$ cat config.mk
export PLATFORM = sky130hd
export DESIGN_NAME = tsep_front
export DESIGN_NICKNAME = d
export VERILOG_FILES = /design/src/rtl/tsep_pkg.sv /design/src/rtl/tsep_front.sv
export SDC_FILE = /design/constraint.sdc
export NUM_CORES = 1
export LEC_CHECK = 0
export BUFFER_PORTS_ARGS = -buffer_cell sky130_fd_sc_hd__buf_2
export CORE_UTILIZATION = 40
export DETAILED_ROUTE_END_ITERATION = 12
export PLACE_DENSITY = 0.85
export SLEW_MARGIN = 25
export SYNTH_ARGS = -nofsm -noshare
export SYNTH_HDL_FRONTEND = slang
export SYNTH_SLANG_ARGS = --single-unit
$ cat constraint.sdc
create_clock -name clk -period 4.7 [get_ports clk]
set_clock_uncertainty 0.2 [all_clocks]
set_input_delay 0.235 -clock clk [delete_from_list [all_inputs] [get_ports clk]]
set_output_delay 0.235 -clock clk [all_outputs]
set_load 0.05 [all_outputs]
$ cat src/rtl/tsep_pkg.sv
// ----------------------------------------------------------------------------
// tsep_pkg: shared types and constants of the timed sound event player
// Item formats, action codes, queue depths and output amplitudes.
// ----------------------------------------------------------------------------
package tsep_pkg;

    // Event queue depths and derived widths
    localparam int SPK_DEPTH = 1024;
    localparam int DAC_DEPTH = 2048;
    localparam int SPK_AW    = $clog2(SPK_DEPTH);
    localparam int SPK_CW    = $clog2(SPK_DEPTH + 1);
    localparam int DAC_AW    = $clog2(DAC_DEPTH);
    localparam int DAC_CW    = $clog2(DAC_DEPTH + 1);

    // Command queue between front and back
    localparam int CQ_DEPTH  = 4;
    localparam int CQ_AW     = $clog2(CQ_DEPTH);
    localparam int CQ_CW     = $clog2(CQ_DEPTH + 1);

    // Action codes of an input item
    localparam logic [1:0] ACT_SPK_PUSH = 2'd0;
    localparam logic [1:0] ACT_DAC_PUSH = 2'd1;
    localparam logic [1:0] ACT_TICK     = 2'd2;

    // Output levels
    localparam logic signed [15:0] SPK_HIGH = 16'sh7fff;
    localparam logic signed [15:0] SPK_LOW  = 16'sh8001;
    localparam logic [7:0]         DAC_BIAS = 8'h80;

    typedef struct packed {
        logic [1:0]  action;
        logic [7:0]  sample_byte;
        logic [31:0] event_time;
    } in_item_t;

    typedef struct packed {
        logic               accepted;
        logic signed [15:0] audio_sample;
        logic               is_audio;
    } res_item_t;

    typedef enum logic [1:0] {
        CMD_SPK_PUSH,
        CMD_DAC_PUSH,
        CMD_TICK,
        CMD_NOP
    } cmd_kind_t;

    typedef struct packed {
        cmd_kind_t   kind;
        logic [7:0]  sample;
        logic [31:0] stamp;
    } cmd_t;

    // Status from the command queue to its two sides
    typedef struct packed {
        logic full;
        logic valid;
    } cq_status_t;

endpackage

$ cat src/rtl/tsep_front.sv
// ----------------------------------------------------------------------------
// tsep_front: item intake
// Registers each accepted item, classifies its action and feeds the queue.
// ----------------------------------------------------------------------------
module tsep_front
(
    input  logic                 clk,
    input  logic                 rst_n,
    input  logic                 cmd_valid,
    output logic                 cmd_stall,
    input  tsep_pkg::in_item_t   cmd_item,
    input  tsep_pkg::cq_status_t cq_status,
    output logic                 push,
    output tsep_pkg::cmd_t       push_cmd
);

    logic                valid_reg, valid_next;
    tsep_pkg::cmd_t      cmd_reg, cmd_next;
    logic                take;
    tsep_pkg::cmd_kind_t kind;

    assign cmd_stall = valid_reg && cq_status.full;
    assign take      = cmd_valid && !cmd_stall;
    assign push      = valid_reg && !cq_status.full;
    assign push_cmd  = cmd_reg;

    always_comb
    begin
        unique case (cmd_item.action)
            tsep_pkg::ACT_SPK_PUSH: kind = tsep_pkg::CMD_SPK_PUSH;
            tsep_pkg::ACT_DAC_PUSH: kind = tsep_pkg::CMD_DAC_PUSH;
            tsep_pkg::ACT_TICK:     kind = tsep_pkg::CMD_TICK;
            default:                kind = tsep_pkg::CMD_NOP;
        endcase
    end

    always_comb
    begin
        valid_next = valid_reg && cq_status.full;
        cmd_next   = cmd_reg;
        if (take)
        begin
            valid_next     = 1'b1;
            cmd_next.kind  = kind;
            cmd_next.sample = cmd_item.sample_byte;
            cmd_next.stamp  = cmd_item.event_time;
        end
    end

    always_ff @(posedge clk or negedge rst_n)
    begin
        if (!rst_n)
        begin
            valid_reg <= 1'b0;
        end
        else
        begin
            valid_reg <= valid_next;
        end
    end

    always_ff @(posedge clk)
    begin
        cmd_reg <= cmd_next;
    end

endmodule

Yosys cells after proc, flatten, opt, wreduce, memory -nomap -nowiden --
Index checks and enable logic that the tools add are counted.
Storage, ports and cells: register bits after elaboration 43, output and inout port bits 44, word-level logic and storage cells 14
Operators by class: eq/ne operators 2, mux-type cells 2, reductions and logical operators 6
Operator list (count):
- 2-bit case mux with 3 select lines | 1
- 1-bit logical AND | 3
- 2-bit by 1-bit equality test with 1-bit output, second input constant | 1
- 2-bit equality test, second input constant | 1
- 1-bit logical NOT | 2
- 2-bit logical NOT | 1
- 1-bit two-way mux | 1

Longest topological paths before layout --
Gate-level depths: netlist (run 1).
depth after elaboration 4, mapped depth 1

Least setup slack after synthesis (run 1) --
No wires, ideal clock.
path kind reg-to-reg, start reg valid_reg, end reg cmd_reg, in the netlist push_cmd[0] (enable), library setup time 506 ps, arrival time 3433 ps, setup slack 560 ps, stages on the path, launching flop included 2, path buffers 0, clock period less this slack 4140 ps, cell sequence dfrtp_1 -> a21boi_0
On the way: longest elaborated chain between the ends 3
Ends and longest elaborated chain:
- start: declaration | RTL line tsep_front.sv:17 | logic valid_reg, valid_next;
- start signal: assignment | RTL line tsep_front.sv:58 | valid_reg <= valid_next;
- 1-bit logical AND | RTL line tsep_front.sv:22 | assign cmd_stall = valid_reg && cq_status.full;
- 1-bit logical NOT | RTL line tsep_front.sv:23 | assign take = cmd_valid && !cmd_stall;
- 1-bit logical AND | RTL line tsep_front.sv:23
- net take | RTL line tsep_front.sv:19 | logic take;
- end signal: assignment | RTL line tsep_front.sv:64 | cmd_reg <= cmd_next;
- end: declaration | RTL line tsep_front.sv:18 | tsep_pkg::cmd_t cmd_reg, cmd_next;
The timed path passes the listed nets, and every way through them passes these cells. A chain may end at the register's enable or synchronous reset.

Worst setup path in the final report (run 1) --
start in cmd_valid, end reg cmd_reg, in the netlist push_cmd[17] (enable)
On the way: longest elaborated chain between the ends 1
Ends and longest elaborated chain:
- start: declaration | RTL line tsep_front.sv:9 | input logic cmd_valid,
- 1-bit logical AND | RTL line tsep_front.sv:23
- net take | RTL line tsep_front.sv:19
The timed path passes the listed nets, and every way through them passes these cells.

==> results of run 1 <==
[area by class of cell]
cell class | count | share of cell area (%)
clock buffer | 5 | 1.58
clock inverter | 3 | 1.63
multi-input combinational | 4 | 1.84
sequential | 43 | 54.2
tap | 44 | 2.32
timing repair buffer | 136 | 38.5
[critical path: stages]
cell and delay (ns):
dlygate4sd3_1 0.52, buf_2 0.11, a21boi_4 0.17, buf_4 0.45
[how the worst max path moves through the flow]
stage	from	end	slack [ns]	depth (start not counted)
global route	valid_reg$_DFF_PN0_	cmd_stall	2.94	2
CTS	valid_reg$_DFF_PN0_	push	3.02	2
finish	cmd_valid	push_cmd[17]$_DFFE_PP_	2.99	4
floorplan	valid_reg$_DFF_PN0_	push_cmd[0]$_DFFE_PP_	0.56	1
global placement	valid_reg$_DFF_PN0_	push_cmd[29]$_DFFE_PP_	3.18	2
detailed placement	valid_reg$_DFF_PN0_	push_cmd[38]$_DFFE_PP_	3.11	2
[stage by stage]
stage	area, um^2	cells
2_1_floorplan	1330	49
3_3_place_gp	1840	181
3_5_place_dp	1840	181
4_1_cts	2370	235
5_1_grt	2370	235
6_report	2370	235
[cell families (layout without fill, tap and decap cells)]
logic type	count (synthesis)	after routing	share of synthesized area [%]
buf+inv	2	144	0.566
flops	43	43	97.0
simple gates	2	2	1.23
compound gates	2	2	1.23
[cells in the mapped netlist]
library cell / n / area, um^2
and2_2: 1 / 7.51
a21o_2: 1 / 8.76
edfxtp_1: 42 / 1260
and2b_2: 1 / 8.76
clkbuf_1: 2 / 7.51
dfrtp_1: 1 / 25.0
a21boi_0: 1 / 7.51
[layout by cell type, fill, tap and decap left out]
cell,Yosys,routed
clkinv_2,0,1
bufinv_16,0,1
buf_2,0,89
clkinv_1,0,1
and2_2,1,1
dlygate4sd3_1,0,46
buf_4,0,1
edfxtp_1,42,42
a21boi_4,0,1
and2b_2,1,1
a21o_2,1,1
dfrtp_1,1,1
clkbuf_4,0,5
[metal layers]
metal,vias to the layer above,GRT usage (%)
met5,-,0
met4,0,8.64
met3,9,12.0
met2,73,39.2
met1,472,24.8
li1,473,-
[power by group]
group | switching [mW] | internal (mW) | total [mW]
registers | 0.00663 | 0.446 | 0.453
logic | 0.103 | 0.0544 | 0.157
clock network | 0.117 | 0.109 | 0.227
[repair_timing]
| action | in CTS | in global routing |
|---|---|---|
| endpoints found under the hold margin | 44 | 0 |
| hold buffers | 46 | 0 |
| setup buffers | 0 | 0 |
==> impl_metrics.yaml, run 1 <==
pwr:
  power.leakage_nw: 1.02
  cellPowerDensity_nw_per_um2: 352
  finalPower_uw: 836
  max-vdd-ir-drop_uv: 252
detailed_routing:
  wl_met2_um: 1810
  ant_nets: 0
  first_pass_iters: 4
  routed_wirelength_um: 3760
  route.detailed.drc: 0
  wl_met3_um: 432
  vias_per_cell: 4.37
  wl_per_cell_um: 16.0
  dr.max_layer_used: "met4"
  drt-initial-drc-count: 23
  vias: 1027
  wl_met1_um: 1430
layout:
  area_growth_pct: 79.1
  nFillCells: 187
  drive_above_1_share_pct: 52.9
  nets: 237
  seqCellArea_um2: 1290
  largest_reg_flops: 42
  num_antenna_cells: 0
  multi_input_area_um2: 43.8
  final_util_pct: 76.5
timing:
  setup_slack_ns: 2.99
  worst_pin_slew_ns: 0.505
  fin_tns_setup_ns: 0
  fmax_mhz: 586
  rsz0062_at_grt: "false"
  finalCriticalPeriod_ns: 1.71
  timing.final.crit_share_pct: 36.3
  hold_violations: 0
  relSlewSlack_pct: 66.3
  slew_viol_final: 0
  setup_viol: 0
  hold_ws_ns: 0.379
clocking:
  htree_levels: 2
  cts_root_buffer: "clkbuf_4"
  cts_tree: "done"
  cts_sinks: 43
  numCtsBuffers: 5
  clk_latency_ns: 0.35
  clockBufferDepth: 2
  postCtsResizedCells: 0
  clk_pin_slew_worst_paths_ns: 0.12
worst_setup_path:
  reg2reg_from: "valid_reg$_DFF_PN0_"
  startpoint_type: "input pin"
  reg2reg_depth: 2
  critical_path_arrival_ns: 1.51
  endpoint_kind: "register"
  reg2reg_to: "push_cmd[17]$_DFFE_PP_"
  critical_path_class: "input pin to register"
  required_ns: 4.50
  reg2reg_slack_ns: 3.04
  critPathMaxFanout: 42
yosys:
  yosysWarnings: 0
  postSynthAreaPerCell_um2: 27.1
  ys_ff_latch: 43
  yosysSeqAreaShare_pct: 97.0
  syn_area_um2: 1330
  synth_fp_nets: 96
  ys_types: 7
  synth_cells: 49
hold_path:
  whs_endpoint: "push_cmd[29]$_DFFE_PP_"
  hold_path_depth: 2
  hold_start: "cmd_item[29]"
  hold_class: "input pin to register"
die:
  rows: 20
  die_h_um: 59.6
  start_util_pct: 42.7
  core_area_um2: 3100
  die_w_um: 59.6
  io_pins: 91
  die-area_um2: 3550
job:
  max-cap-violations: 0
placement:
  pre_cts_slack_ns: 3.11
  hpwl_um: 1890
  portBuffers: 89
  globalplace.congestion: 0.745
grt:
  grt_pass1_vias: 1136
  grt_usage_pct: 23.2
  antenna_found_initial: 0
  grt_overflow: 0
  grt_first_pass_wirelength_um: 5420
  grt_max_degree: 43
run_status:
  status: "finished, final reports clean"
Power figures use the tool's default switching activity.
==> run 2, diff against run 1 <==
Settings changed: CORE_UTILIZATION 40 to 36, PLACE_DENSITY 0.85 to 0.81.
Clock period 4.7 ns to 1.39 ns, I/O delays scaled along.
==> impl_metrics.yaml, run 2 (same netlist as run 1, synthesis figures left out) <==
worst_setup_path:
  endpoint: "push_cmd[8]$_DFFE_PP_"
  critPathMaxFanout: 9
  required_ns: 1.19
  reg2reg_from: "valid_reg$_DFF_PN0_"
  critical_path_arrival_ns: 1.17
  startpoint_type: "input pin"
  critical_path_class: "input pin to register"
  reg2reg_depth: 3
  startpoint: "cmd_valid"
  reg2reg_to: "push_cmd[8]$_DFFE_PP_"
  reg2reg_slack_ns: 0.02
  endpoint_kind: "register"
clocking:
  cts_root_buffer: "clkbuf_8"
  clk_latency_ns: 0.28
  clk_pin_slew_worst_paths_ns: 0.08
  clockBufferDepth: 2
  numCtsBuffers: 5
  cts_tree: "done"
  cts_sinks: 43
  htree_levels: 2
placement:
  place_inst: 184
  placed_area_um2: 1860
  portBuffers: 89
  globalplace.congestion: 0.724
die:
  rows: 21
  die-area_um2: 3930
  die_w_um: 62.7
  io_pins: 91
  die_h_um: 62.7
  core_area_um2: 3440
  start_util_pct: 38.5
layout:
  multi_input_area_um2: 43.8
  drive_above_1_share_pct: 54.1
  num_antenna_cells: 0
  final_cell_count_no_fill: 242
  area_growth_pct: 88.8
  largest_reg_flops: 42
  final_common_cell: "buf_2"
  nets: 242
  seqCellArea_um2: 1290
  nFillCells: 213
  final_cell_mix: "buf_2 (87), dlygate4sd3_1 (46), edfxtp_1 (42), clkbuf_8 (5), buf_6 (4)"
  final_area_um2: 2500
run_status:
  status: "finished, final reports clean"
detailed_routing:
  wl_per_cell_um: 15.0
  routed_wirelength_um: 3640
  route.detailed.drc: 0
  drt-initial-drc-count: 52
  vias: 1030
  vias_per_cell: 4.26
  ant_nets: 0
  first_pass_iters: 4
grt:
  antenna_found_initial: 0
  grt_pass1_vias: 1041
  grt_max_degree: 37
  grt_first_pass_wirelength_um: 5220
  grt_usage_pct: 18.6
  grt_overflow: 0
timing:
  fmax_mhz: 729
  timing.final.crit_share_pct: 98.6
  slew_viol_final: 0
  finalCriticalPeriod_ns: 1.37
  rsz0062_at_grt: "true"
  worst_pin_slew_ns: 0.272
  setup_viol: 0
  relSlewSlack_pct: 82.0
  hold_violations: 0
hold_path:
  hold_class: "input pin to register"
pwr:
  cellPowerDensity_nw_per_um2: 1140
  finalPower_mw: 2.86
  power.leakage_nw: 1.07
  max-vdd-ir-drop_uv: 713
job:
  max-cap-violations: 0
[run 2: layout make-up]
cell class	instances	share of cell area (%)
clock inverter	2	0.500
clock buffer	6	2.90
sequential	43	51.4
tap	46	2.30
timing repair buffer	141	41.2
multi-input combinational	4	1.75
[run 2: worst min-delay path by stage]
| stage | end | slack (ns) | depth (start not counted) | start |
|---|---|---|---|---|
| after floorplan | valid_reg$_DFF_PN0_ | -0.43 | 0 | rst_n |
| after global placement | valid_reg$_DFF_PN0_ | -0.35 | 1 | rst_n |
| after detailed placement | valid_reg$_DFF_PN0_ | -0.35 | 1 | rst_n |
| after CTS | push_cmd[22]$_DFFE_PP_ | 0.1 | 3 | cq_status[1] |
| after global routing | push_cmd[29]$_DFFE_PP_ | 0.21 | 4 | cq_status[1] |
| final | push_cmd[22]$_DFFE_PP_ | 0.21 | 4 | cq_status[1] |
[run 2: layer usage]
layer	vias up	track usage, %	routed length (um)
li1	482	-	-
met1	486	19.1	1320
met2	60	34.4	2020
met3	2	6.02	275
met4	0	7.85	26
met5	-	0	0
[run 2: what timing repair did]
item,4_1_cts,5_1_grt
hold buffers,46,0
resized for setup,2,3
pin swaps,0,1
endpoints found under the setup margin,2,38
cloned,0,3
hold endpoints to repair,44,0
buffers inserted,0,1
[run 2: worst max-delay path: stages]
cell           delay (ns)
dlygate4sd3_1        0.52
buf_2                0.11
a21boi_4             0.18
buf_12               0.14
clkbuf_16            0.15
[run 2: through the flow]
step                      util (%)  setup WS, ns  TNS (ns)  hold slack (ns)
after floorplan                  -        -0.385    -16.18           -0.426
after global placement        54.1        0.0453         0           -0.354
after detailed placement      54.1        0.0210         0           -0.350
after CTS                     70.0       0.00873         0           0.0966
after global routing          72.7      -0.00598   -0.0310            0.209
final                         72.7        0.0188         0            0.207
[run 2: report_power, final]
| group | total [mW] | switching [mW] | internal (mW) |
|---|---|---|---|
| combinational | 0.581 | 0.356 | 0.225 |
| sequential | 1.53 | 0.0202 | 1.51 |
| clock | 0.756 | 0.404 | 0.351 |
| total | 2.86 | 0.781 | 2.08 |
