$ cat config.mk
export PLATFORM = sky130hd
export DESIGN_NAME = tsep_fifo
export DESIGN_NICKNAME = d
export VERILOG_FILES = /design/src/rtl/tsep_pkg.sv /design/src/rtl/tsep_fifo.sv
export SDC_FILE = /design/constraint.sdc
export NUM_CORES = 1
export LEC_CHECK = 0
export ABC_AREA = 0
export BUFFER_PORTS_ARGS = -buffer_cell sky130_fd_sc_hd__buf_4
export CORE_UTILIZATION = 40
export DETAILED_ROUTE_END_ITERATION = 10
export SLEW_MARGIN = 5
export SYNTH_ARGS = -nofsm -noshare
export SYNTH_HDL_FRONTEND = slang
export SYNTH_SLANG_ARGS = --single-unit
$ cat constraint.sdc
create_clock -name clk -period 3.5 [get_ports clk]
set_input_delay 0.875 -clock clk [delete_from_list [all_inputs] [get_ports clk]]
set_output_delay 0.875 -clock clk [all_outputs]
set_load 0.01 [all_outputs]
$ cat src/rtl/tsep_pkg.sv
// ----------------------------------------------------------------------------
// tsep_pkg: shared types and constants of the timed sound event player
// Item formats, action codes, queue depths and output amplitudes.
// ----------------------------------------------------------------------------
package tsep_pkg;

    // Event queue depths and derived widths
    localparam int SPK_DEPTH = 1024;
    localparam int DAC_DEPTH = 2048;
    localparam int SPK_AW    = $clog2(SPK_DEPTH);
    localparam int SPK_CW    = $clog2(SPK_DEPTH + 1);
    localparam int DAC_AW    = $clog2(DAC_DEPTH);
    localparam int DAC_CW    = $clog2(DAC_DEPTH + 1);

    // Command queue between front and back
    localparam int CQ_DEPTH  = 4;
    localparam int CQ_AW     = $clog2(CQ_DEPTH);
    localparam int CQ_CW     = $clog2(CQ_DEPTH + 1);

    // Action codes of an input item
    localparam logic [1:0] ACT_SPK_PUSH = 2'd0;
    localparam logic [1:0] ACT_DAC_PUSH = 2'd1;
    localparam logic [1:0] ACT_TICK     = 2'd2;

    // Output levels
    localparam logic signed [15:0] SPK_HIGH = 16'sh7fff;
    localparam logic signed [15:0] SPK_LOW  = 16'sh8001;
    localparam logic [7:0]         DAC_BIAS = 8'h80;

    typedef struct packed {
        logic [1:0]  action;
        logic [7:0]  sample_byte;
        logic [31:0] event_time;
    } in_item_t;

    typedef struct packed {
        logic               accepted;
        logic signed [15:0] audio_sample;
        logic               is_audio;
    } res_item_t;

    typedef enum logic [1:0] {
        CMD_SPK_PUSH,
        CMD_DAC_PUSH,
        CMD_TICK,
        CMD_NOP
    } cmd_kind_t;

    typedef struct packed {
        cmd_kind_t   kind;
        logic [7:0]  sample;
        logic [31:0] stamp;
    } cmd_t;

    // Status from the command queue to its two sides
    typedef struct packed {
        logic full;
        logic valid;
    } cq_status_t;

endpackage

$ cat src/rtl/tsep_fifo.sv
// ----------------------------------------------------------------------------
// tsep_fifo: command queue
// Short queue of classified commands between the front and the back end.
// ----------------------------------------------------------------------------
module tsep_fifo
(
    input  logic                clk,
    input  logic                rst_n,
    input  logic                push,
    input  tsep_pkg::cmd_t      push_cmd,
    input  logic                pop,
    output tsep_pkg::cmd_t      head_cmd,
    output tsep_pkg::cq_status_t status
);

    tsep_pkg::cmd_t               slot_reg [tsep_pkg::CQ_DEPTH];
    logic [tsep_pkg::CQ_AW-1:0]   wr_ptr_reg, wr_ptr_next;
    logic [tsep_pkg::CQ_AW-1:0]   rd_ptr_reg, rd_ptr_next;
    logic [tsep_pkg::CQ_CW-1:0]   count_reg, count_next;
    logic                         do_push, do_pop;

    assign status.full  = (count_reg == tsep_pkg::CQ_CW'(tsep_pkg::CQ_DEPTH));
    assign status.valid = (count_reg != '0);
    assign head_cmd     = slot_reg[rd_ptr_reg];

    assign do_push = push && !status.full;
    assign do_pop  = pop && status.valid;

    always_comb
    begin
        wr_ptr_next = wr_ptr_reg;
        rd_ptr_next = rd_ptr_reg;
        count_next  = count_reg;
        if (do_push)
        begin
            wr_ptr_next = (wr_ptr_reg == tsep_pkg::CQ_AW'(tsep_pkg::CQ_DEPTH - 1))
                          ? '0 : wr_ptr_reg + 1'b1;
        end
        if (do_pop)
        begin
            rd_ptr_next = (rd_ptr_reg == tsep_pkg::CQ_AW'(tsep_pkg::CQ_DEPTH - 1))
                          ? '0 : rd_ptr_reg + 1'b1;
        end
        if (do_push && !do_pop)
        begin
            count_next = count_reg + 1'b1;
        end
        else if (do_pop && !do_push)
        begin
            count_next = count_reg - 1'b1;
        end
    end

    always_ff @(posedge clk or negedge rst_n)
    begin
        if (!rst_n)
        begin
            wr_ptr_reg <= '0;
            rd_ptr_reg <= '0;
            count_reg  <= '0;
        end
        else
        begin
            wr_ptr_reg <= wr_ptr_next;
            rd_ptr_reg <= rd_ptr_next;
            count_reg  <= count_next;
        end
    end

    always_ff @(posedge clk)
    begin
        if (do_push)
        begin
            slot_reg[wr_ptr_reg] <= push_cmd;
        end
    end

endmodule

Yosys cells after proc, flatten, opt, wreduce, memory -nomap -nowiden
Memory sizes are Yosys's and may differ from the RTL's.
Cells that the tools add are included.

storage, ports and cells
  bits in registers = 7
  bits in writable memories = 168
  bits of input ports = 46
  output and inout bits = 44
  word-level logic and storage cells = 26
  memories = 1

cells by class
  add/subtract/negate cells = 4
  equality and inequality tests = 3
  mux-type cells = 6
  reduce and logical (&&, ||, !) cells = 9

memory list
  name      depth  width  rd ports  clocked after Yosys merged registers in  write ports  RTL line         RTL
  slot_reg  4      42     1         0                                        1            tsep_fifo.sv:16  tsep_pkg::cmd_t slot_reg [tsep_pkg::CQ_DEPTH];

operator list
  kind                                              count
  two-way mux 3 bit                                 2
  adder 2 x 1 -> 2 bit, second input constant       2
  equality test 2 bit, second input constant        2
  logical AND 1 bit                                 4
  two-way mux 2 bit                                 2
  adder 3 x 1 -> 3 bit, second input constant       1
  equality test 3 bit, second input constant        1
  zero test 1 bit                                   3
  nonzero test 3 bit                                1
  subtractor 3 x 1 -> 3 bit, second input constant  1
  two-way mux 1 bit                                 2
  nonzero test 2 bit                                1

Logic depth before layout (Yosys ltp)
Gate-level depths: netlist of the first run.

  word-level depth = 7
  mapped depth = 9
  mapped depth without buffers = 8

Least setup slack after synthesis of the first run
No wires, ideal clock.

  path kind = input port to flip-flop
  start = input push
  end = memory slot_reg[3][0] in the netlist's numbering (enable)
  library setup time = 404 ps
  arrival = 2175 ps
  required time = 3096 ps
  setup slack = 921 ps
  stages = 3
  path buffers = 1
  cells stage by stage = nor2b_1 -> buf_6 -> and2_1

on the way
  longest elaborated chain between the ends = 3

ends and longest elaborated chain
  item                                     RTL line         RTL
  from (decl)                              tsep_fifo.sv:9   input logic push,
  logical AND 1 bit                        tsep_fifo.sv:26  assign do_push = push && !status.full;
  net do_push                              tsep_fifo.sv:20  logic do_push, do_pop;
  two-way mux 1 bit                        tsep_fifo.sv:72  if (do_push)
  two-way mux 1 bit (implied by the code)  tsep_fifo.sv:74  slot_reg[wr_ptr_reg] <= push_cmd;
  to (decl)                                tsep_fifo.sv:16

The timed path passes the listed nets, and every way through them passes these cells.

==> summary.txt, run 1 <==
Run status
  – Status: finished clean

Worst setup path
  – FF-to-FF End: slot_reg[1][25]
  – Crit path cell chain: buf_4, mux4_2, buf_4
  – CP Max Fanout: 28
  – Max incr delay on CP: 0.77 ns
  – Arrival time at the worst endpoint: 2.21 ns
  – Worst R2R Start: count_reg[2]
  – Crit-path most repeated cell: buf_4
  – Worst setup SP type: flop
  – Worst reg-to-reg setup slack: 1.21 ns
  – Critical path required time: 2.62 ns
  – Worst setup path startpoint: rd_ptr_reg[0]
  – Worst Setup EP: head_cmd[12]
  – Critical path class: flop to primary output
  – Reg2Reg Depth: 4
  – Worst Setup End Kind: primary output
  – Slowest-stage cell, CP: dfrtp_4

Route
  – Total vias in the final route: about 2.9k
  – Drt pass-1 iters: 4
  – Post-Route WL: 11.30 mm
  – Antenna Violating Nets Remaining: 0
  – DR vias/cell: just under 5
  – Drt wl/cell: 19.15 µm
  – Initial DRC Count: 188
  – DRC viols: 0

Floorplanning
  – Initial Util: 41.26%
  – Die Width: 130.2 µm
  – Die H: 130.2 µm
  – Row count: 46
  – IO Pins: 90
  – Die ar.: between 15000 and 20000 µm²
  – Core area: 15940 µm²

Timing
  – Final hold violations: 0
  – Clock skew: around 0.012 ns
  – Slew Limit Headroom: 35.38%
  – RSZ-0062 raised after global routing: no
  – Final worst setup slack: 0.4125 ns
  – Setup TNS: 0 ns
  – Fmax: about 320 MHz
  – Max Transition Viols Final: 0
  – Endpoints failing setup: 0
  – Worst Tran Pin Value: 0.9694 ns
  – Period minus WS final: approximately 3.1 ns
  – Final worst path period share: 88.22%

Clock network
  – CTS HTree Levels: 4
  – Reg clk slew, reported paths: ~0.06 ns
  – Num CTS Buffers: 17
  – Root Buffer: clkbuf_16
  – Clk sink count: 175
  – CTS tree: yes
  – Worst-skew pair later-pin latency: 0.42 ns
  – Post-CTS setup buffers: 0
  – CTS Buffer Depth: 2
  – Resized cells post-CTS: 0
  – Hold buffer count at cts: 0

Finish
  – Final Cell Area: between 8000 and 9000 µm²
  – Max FFs per register: 168
  – Storage cell area: 5225 µm²
  – Inserted Diodes: 0
  – Most common cell after layout, fill and taps aside: edfxtp_1
  – Layout fillers: 1270
  – Area growth syn-to-layout: 22.26%
  – Area occupied by multi-input gates: 1224 µm²
  – Post-layout util: 50.44%
  – Layout cell share with drive strength beyond 1: 46.52%
  – Commonest cells after routing, fill and taps aside: edfxtp_1, buf_4, mux4_2, clkbuf_16, ha_1
  – Final nets: 417

Logic synthesis
  – Yosys cell types: 20
  – Top cell type by total area after synthesis: edfxtp_1
  – Seq/Total Area, Yosys: 79.36%
  – Synth warnings: 0
  – Syn nets: 310
  – Post-synth top area share: 76.70%
  – Synth top area cells: edfxtp_1, mux4_2, dfrtp_1, mux4_1, buf_12
  – Register bit total from synthesis: 175
  – Synthesized area per cell: 25.59 µm²
  – Post-Syn Area: 6578 µm²
  – Syn Inst Count: 257

Global route
  – GRT Overall Usage: 14.18%
  – Initial antenna violation count: 1
  – Global-route wire length before repair: 16.70 mm
  – Number of global-route vias before repair: 3038
  – GRT overflow: 0
  – Pin count of the biggest net entering global routing: 43

Pwr
  – Max IR drop VDD: 0.3538 mV
  – Gate power share: between 20% and 30%
  – Psw: 1.826 mW
  – PwrDens: around 850 nW/µm²
  – Clock power frac: 26.2%
  – Part of the power in registers: 45.2%
  – Leak: 2.788 nW
  – Internal power: 4.971 mW
  – Switching share of power: 26.86%

Place
  – Routability cong.: 0.6699
  – Hpwl dp: 7.113 mm
  – Port Buffers: 89
  – Post-Place Worst Slack: 0.7723 ns
  – Placement Cell Area: about 7500 µm²

Run
  – Max Cap Violations: 0

Min path
  – Hold Crit Class: primary input to async pin
## power groups by stage
stage	Clock, mW	Combinational, mW	Sequential [mW]
6_report	1.78	1.95	3.07
5_1_grt	1.89	2.11	3.13
4_1_cts	1.83	2.00	3.09
3_5_place_dp	0	2.00	3.13
3_3_place_gp	0	1.98	3.11
2_1_floorplan	0	1.39	2.91
## per-layer routing
| metal | vias up | GRT usage, % | wire length (µm) |
|---|---|---|---|
| met5 | - | 0 | 9 |
| met4 | 2 | 7.387 | 225 |
| met3 | 20 | 4.633 | 890 |
| met2 | 99 | 21.65 | 5366 |
| met1 | 1494 | 18.14 | 4807 |
| li1 | 1296 | - | - |
## final cells by class
| class | count | area share, % |
|---|---|---|
| clock buffers | 19 | 5.384 |
| clock inverters | 10 | 1.525 |
| inverters | 3 | 0.1400 |
| multi-input cells | 68 | 15.22 |
| flip-flops and latches | 175 | 64.98 |
| well taps | 216 | 3.361 |
| repair buffers | 99 | 9.398 |
## synth_stat cells
cell and count:
mux2_2 3, nor2b_1 1, edfxtp_1 168, xnor2_1 1, buf_6 2, nor2_1 3, nand2_2 1, buf_12 4
nor3b_2 1, or3_4 1, fa_1 1, xor2_1 2, mux4_2 38, ha_1 6, mux4_1 4, and2_1 4
inv_1 3, dfrtp_1 7, mux2_4 2, buf_2 5
## metrics by stage
| stage | power, mW | cells | hold WS [ns] |
|---|---|---|---|
| finish | 6.796 | 590 | 0.2606 |
| global placement | 5.092 | 561 | 0.4856 |
| global route | 7.131 | 590 | 0.2544 |
| floorplan | 4.298 | 257 | 0.4542 |
| CTS | 6.918 | 590 | 0.2430 |
| detailed placement | 5.128 | 561 | 0.4896 |
## critical path, delay by kind of cell, from the launching register on
family	cells	cell delay (ns)
DFF	1	0.77
muxes	1	0.53
buffers and inverters	2	0.48
## cells by family (layout without fill, tap and decap cells)
kind of cell	after synthesis	count (layout)	synth area share (%)
multiplexers	47	47	15.58
buffers and inverters	14	131	2.111
adder cells (fa/ha/maj)	7	7	1.446
XOR/XNOR	3	3	0.3995
AND/OR/NAND/NOR	11	11	1.103
flip-flops	175	175	79.36
## worst min path at each step
stage,slack [ns],endpoint,start
after floorplan,0.45,count_reg[2],count_reg[2]
after global placement,0.49,count_reg[2],count_reg[2]
after detailed placement,0.49,count_reg[2],count_reg[2]
after CTS,0.24,count_reg[0],rst_n
after global routing,0.25,rd_ptr_reg[0],rst_n
final,0.26,count_reg[0],rst_n
Power figures use the tool's default switching activity.
==> inputs of run 2 (changes only) <==
--- a/config.mk
+++ b/config.mk
@@ -9,6 +9,7 @@
 export BUFFER_PORTS_ARGS = -buffer_cell sky130_fd_sc_hd__buf_4
 export CORE_UTILIZATION = 40
 export DETAILED_ROUTE_END_ITERATION = 10
+export GPL_TIMING_DRIVEN = 0
 export SLEW_MARGIN = 5
 export SYNTH_ARGS = -nofsm -noshare
 export SYNTH_HDL_FRONTEND = slang
==> run 2 against run 1 <==
Hold slack worse by 0.0059 ns. Maximum frequency is 14% higher. Combinational power is 18% higher. Via count is 0.69% higher. Die area stayed put. Final cell count is 1.0% higher. First-iteration DRC count is 14% lower. Non-clock buffer count is 5 higher. Count of clock-buffer cells in the layout is 2 higher. Wire length is 2.3% higher. Cell area is 1.4% higher. Critical endpoint is now head_cmd[5].
==> summary.txt, run 2 (same netlist as run 1, synthesis figures left out) <==
Run status
  – Status: finished clean

Min path
  – Hold Crit Class: primary input to async pin

Finish
  – Area growth syn-to-layout: 23.93%
  – Layout cell share with drive strength beyond 1: 46.84% (+0.32 points)
  – Max FFs per register: 168 (unchanged)
  – Commonest cells after routing, fill and taps aside: edfxtp_1, buf_4, mux4_2, clkbuf_16, dfrtp_1
  – Layout fillers: 1288 (+1.4%)
  – Final nets: 422 (+1.2%)
  – Final Cell Area: 8152 µm² (+1.4%)
  – Inserted Diodes: 0 (unchanged)
  – Most common cell after layout, fill and taps aside: edfxtp_1

Worst setup path
  – Delay-heaviest family, CP: multiplexers
  – Worst Setup End Kind: primary output
  – Slowest-stage cell, CP: mux4_2
  – Critical path class: flop to primary output
  – Critical path required time: 2.62 ns (about the same)
  – Worst Path Buf+Inv: 3 (+1)
  – CP Max Fanout: 10 (-64%)
  – Worst setup SP type: flop
  – Max incr delay on CP: 0.53 ns (-0.24 ns)
  – Arrival time at the worst endpoint: 1.84 ns (-0.37 ns)
  – Crit path cell chain: buf_6, buf_12, mux4_2, buf_4

Floorplanning
  – Die Width: 130.2 µm (unchanged)
  – Row count: 46 (unchanged)
  – Core area: 15940 µm² (unchanged)
  – IO Pins: 90 (unchanged)
  – Die ar.: 16960 µm² (unchanged)
  – Die H: 130.2 µm (unchanged)
  – Initial Util: 41.26% (unchanged)

Global route
  – Initial antenna violation count: 0 (-1)
  – Global-route wire length before repair: 17.86 mm (+6.9%)
  – GRT overflow: 0 (unchanged)
  – Pin count of the biggest net entering global routing: 26 (-40%)
  – GRT Overall Usage: 15.11% (+0.94 points)
  – Number of global-route vias before repair: 3252 (+7.0%)

Clock network
  – Resized cells post-CTS: 0 (unchanged)
  – Hold buffer count at cts: 0 (unchanged)
  – CTS tree: yes
  – Num CTS Buffers: 17 (unchanged)
  – Root Buffer: clkbuf_16
  – CTS HTree Levels: 4 (unchanged)
  – CTS Buffer Depth: 2 (unchanged)
  – Clk sink count: 175 (unchanged)
  – Worst-skew pair later-pin latency: 0.42 ns (about the same)
  – Post-CTS setup buffers: 0 (unchanged)
  – Reg clk slew, reported paths: 0.06 ns (about the same)

Place
  – Routability cong.: 0.6454 (-3.7%)
  – Placement Cell Area: 7616 µm² (+1.7%)
  – Post-Place Worst Slack: 0.9701 ns (+0.1978 ns)
  – Hpwl dp: 7.050 mm (-0.89%)
  – Port Buffers: 89 (unchanged)

Route
  – Post-Route WL: 11.56 mm (+2.3%)
  – Drt wl/cell: 19.39 µm (+1.2%)
  – Total vias in the final route: 2931 (+0.69%)
  – DRC viols: 0 (unchanged)
  – Initial DRC Count: 161 (-14%)
  – DR top layer: met4
  – DR vias/cell: 4.918 (-0.33%)
  – Drt pass-1 iters: 4 (unchanged)
  – Met2 WL: 5.748 mm (+7.1%)
  – Metal3 WL: 637 µm (-28%)
  – Metal-1 WL: 4.996 mm (+3.9%)
  – Antenna Violating Nets Remaining: 0 (unchanged)

Timing
  – Clock skew: 0.006475 ns (-0.005074 ns)
  – Hold Slack: 0.2547 ns (-0.005872 ns)
  – Final hold violations: 0 (unchanged)
  – Fmax: 368.4 MHz (+14%)
  – Max Transition Viols Final: 0 (unchanged)
  – Slew Limit Headroom: 48.87% (+13 points)
  – Endpoints failing setup: 0 (unchanged)
  – RSZ-0062 raised after global routing: no
  – Worst Tran Pin Value: 0.7670 ns (-0.2024 ns)
  – Period minus WS final: 2.714 ns (-0.3733 ns)
  – Final worst path period share: 77.55% (-11 points)
  – Final worst setup slack: 0.7858 ns (+0.3733 ns)

Run
  – Max Cap Violations: 0 (unchanged)

Pwr
  – Max IR drop VDD: 0.4865 mV (+38%)
  – Leak: 2.837 nW (+1.8%)
  – PwrDens: 848.6 nW/µm² (+0.40%)
-- run 2: through the flow --
step           util (%)  power (mW)  TNS, ns  instances
6_report          51.13       6.917        0        596
3_5_place_dp      47.77       5.291        0        566
3_3_place_gp      47.14       5.196   -6.087        562
2_1_floorplan         -       4.298        0        257
5_1_grt           51.13       7.284        0        596
4_1_cts           51.13       7.047        0        596
-- run 2: path summary, 6_finish.rpt --
kind                               start            end  slack (ns)  cells past startpoint
min in group clk            count_reg[2]   count_reg[2]        0.49                      1
min                                rst_n   count_reg[2]        0.25                      1
max in group asynchronous          rst_n  rd_ptr_reg[0]        3.12                      1
max reg2reg                 count_reg[0]   count_reg[2]        1.37                      8
min reg2reg                 count_reg[2]   count_reg[2]        0.49                      1
max                        rd_ptr_reg[0]    head_cmd[5]        0.79                      4
-- run 2: area by class of cell --
| cell class | instances | area (µm²) | share of cell area, % |
|---|---|---|---|
| multi-input cells | 68 | 1224 | 15.01 |
| clock buffers | 21 | 440.4 | 5.403 |
| clock inverters | 9 | 95.09 | 1.167 |
| well taps | 216 | 270.3 | 3.315 |
| inverters | 3 | 11.26 | 0.1381 |
| plain buffers | 11 | 127.6 | 1.566 |
| repair buffers | 93 | 763.2 | 9.363 |
| flip-flops and latches | 175 | 5220 | 64.04 |
-- run 2: worst register-to-register path: cells and delay by family, from the launching register on --
kind | cells | cell delay, ns
DFF | 1 | 0.45
xor gates and xnor gates | 2 | 0.33
buffers and inverters | 1 | 0.06
adders and majority gates | 2 | 0.56
and+or+nand+nor | 3 | 0.67
-- run 2: routing by layer --
metal,track usage (%),up-vias
met2,23.94,73
li1,-,1303
met3,5.617,12
met5,0,-
met4,6.156,0
met1,18.82,1543
-- run 2: power breakdown --
| part | internal, mW | switching [mW] | total (mW) |
|---|---|---|---|
| clock | 1.03 | 0.706 | 1.74 |
| combinational | 1.22 | 1.08 | 2.30 |
| sequential | 2.77 | 0.111 | 2.88 |
==> inputs of run 3 (changes only) <==
==> constraint.sdc (replaced) <==
create_clock -name clk -period 2.56 [get_ports clk]
set_input_delay 0.64 -clock clk [delete_from_list [all_inputs] [get_ports clk]]
set_output_delay 0.64 -clock clk [all_outputs]
set_load 0.01 [all_outputs]
==> run 3 against run 2 <==
Non-clock buffer count is 2 higher. Global-route usage stayed put. First-iteration DRC count decreased by 2.5%. Clock power is 37% higher. Cell area up 0.35%. Largest cell class unchanged.
==> summary.txt, run 3 (same netlist as run 1, synthesis figures left out) <==
Floorplanning
  – IO Pins: 90 (unchanged)
  – Initial Util: 41.26% (unchanged)
  – Die Width: 130.2 µm (unchanged)
  – Die ar.: 16960 µm² (unchanged)
  – Row count: 46 (unchanged)
  – Die H: 130.2 µm (unchanged)
  – Core area: 15940 µm² (unchanged)

Finish
  – Area growth syn-to-layout: 24.37%
  – Layout fillers: 1288 (unchanged)
  – Final nets: 424 (+0.47%)
  – Max FFs per register: 168 (unchanged)
  – Layout cell share with drive strength beyond 1: 46.86% (about the same)
  – Inserted Diodes: 0 (unchanged)
  – Commonest cells after routing, fill and taps aside: edfxtp_1, buf_4, mux4_2, clkbuf_16, dfrtp_1
  – Final Cell Area: 8180 µm² (+0.35%)
  – Most common cell after layout, fill and taps aside: edfxtp_1

Pwr
  – Leak: 2.850 nW (+0.43%)
  – Max IR drop VDD: 0.6659 mV (+37%)
  – PwrDens: 1160 nW/µm² (+37%)

Place
  – Port Buffers: 89 (unchanged)
  – Routability cong.: 0.6454 (unchanged)
  – Hpwl dp: 7.050 mm (unchanged)
  – Placement Cell Area: 7616 µm² (unchanged)
  – Post-Place Worst Slack: 0.2651 ns (-0.7050 ns)

Min path
  – Worst Hold Launch: push_cmd[22]
  – Hold Crit Class: primary input to flop

Global route
  – GRT Overall Usage: 15.11% (unchanged)
  – GRT overflow: 0 (unchanged)
  – Initial antenna violation count: 0 (unchanged)
  – Global-route wire length before repair: 17.86 mm (unchanged)
  – Pin count of the biggest net entering global routing: 26 (unchanged)
  – Number of global-route vias before repair: 3252 (unchanged)

Worst setup path
  – CP Max Fanout: 10 (unchanged)
  – Worst setup SP type: flop
  – Worst Setup End Kind: primary output
  – Worst reg-to-reg setup slack: 0.43 ns (-0.94 ns)
  – Arrival time at the worst endpoint: 1.83 ns (about the same)
  – Worst setup path startpoint: rd_ptr_reg[0]
  – Critical path class: flop to primary output
  – Worst R2R Start: count_reg[0]
  – Critical path required time: 1.92 ns (-0.70 ns)

Route
  – Drt wl/cell: 19.39 µm (about the same)
  – Post-Route WL: 11.60 mm (+0.37%)
  – Antenna Violating Nets Remaining: 0 (unchanged)
  – DRC viols: 0 (unchanged)
  – Total vias in the final route: 2943 (+0.41%)
  – Drt pass-1 iters: 4 (unchanged)
  – DR vias/cell: 4.921 (about the same)
  – Initial DRC Count: 157 (-2.5%)

Clock network
  – CTS Buffer Depth: 2 (unchanged)
  – Reg clk slew, reported paths: 0.06 ns (about the same)
  – Root Buffer: clkbuf_16
  – CTS tree: yes
  – Worst-skew pair later-pin latency: 0.42 ns (about the same)
  – CTS HTree Levels: 4 (unchanged)
  – Num CTS Buffers: 17 (unchanged)
  – Clk sink count: 175 (unchanged)

Timing
  – Slew Limit Headroom: 48.84% (about the same)
  – Setup TNS: 0 ns (unchanged)
  – Worst Tran Pin Value: 0.7675 ns (+0.0004859 ns)
  – Clock skew: 0.007170 ns (+0.0006943 ns)
  – Final worst setup slack: 0.09306 ns (-0.6928 ns)
  – Period minus WS final: 2.467 ns
  – Hold Slack: 0.4185 ns (+0.1638 ns)
  – RSZ-0062 raised after global routing: no
  – Fmax: slightly above 400 MHz
  – Final worst path period share: 96.36%
  – Max Transition Viols Final: 0 (unchanged)
  – Endpoints failing setup: 0 (unchanged)
  – Final hold violations: 0 (unchanged)

Run status
  – Status: finished clean

Run
  – Max Cap Violations: 0 (unchanged)
==> run 3: through the flow <==
stage	std cells	power, mW	util (%)
floorplan	257	5.877	-
global route	598	9.992	51.31
CTS	597	9.636	51.19
detailed placement	566	7.234	47.77
global placement	562	7.105	47.14
finish	598	9.490	51.31
==> run 3: cell type report <==
type,count,area [µm²],share of cell area (%)
Clock buffer,21,440.4,5.384
Sequential cell,175,5220,63.81
Tap cell,216,270.3,3.304
Inverter,3,11.26,0.1377
Clock inverter,9,95.09,1.162
Multi-Input combinational cell,68,1224,14.96
Buffer,11,138.9,1.698
Timing Repair Buffer,95,780.7,9.544
==> run 3: worst max-delay path, cell delays in order, from the launching register on <==
cell and delay [ns]:
dfrtp_1 0.38, buf_8 0.17, buf_12 0.16, mux4_2 0.53, buf_4 0.16
==> run 3: layer usage <==
| layer | wire, µm | GRT usage (%) |
|---|---|---|
| met4 | 173 | 6.156 |
| met1 | 4983 | 18.82 |
| met3 | 671 | 5.617 |
| met2 | 5770 | 23.94 |
| met5 | 0 | 0 |
==> run 3: final timing paths <==
kind,end,depth (start not counted)
worst max-delay path,head_cmd[5],4
worst min-delay path,slot_reg[2][22],1
worst max register to register,count_reg[2],8
worst min register to register,count_reg[2],1
max in group asynchronous,rd_ptr_reg[0],2
min in group asynchronous,count_reg[2],2
==> run 3: what timing repair did <==
item                                    CTS  global route
setup buffers                             0             1
hold buffers                              1             0
endpoints found under the hold margin     2             0
resized for setup                         0             4
endpoints found under the setup margin    0             3
==> run 3: report_power, final <==
group	leakage, nW	switching [mW]	total, mW	internal, mW
combinational	0.967	1.47	3.17	1.69
sequential	1.62	0.152	3.94	3.79
clock	0.261	0.969	2.38	1.41
total	2.85	2.60	9.49	6.89
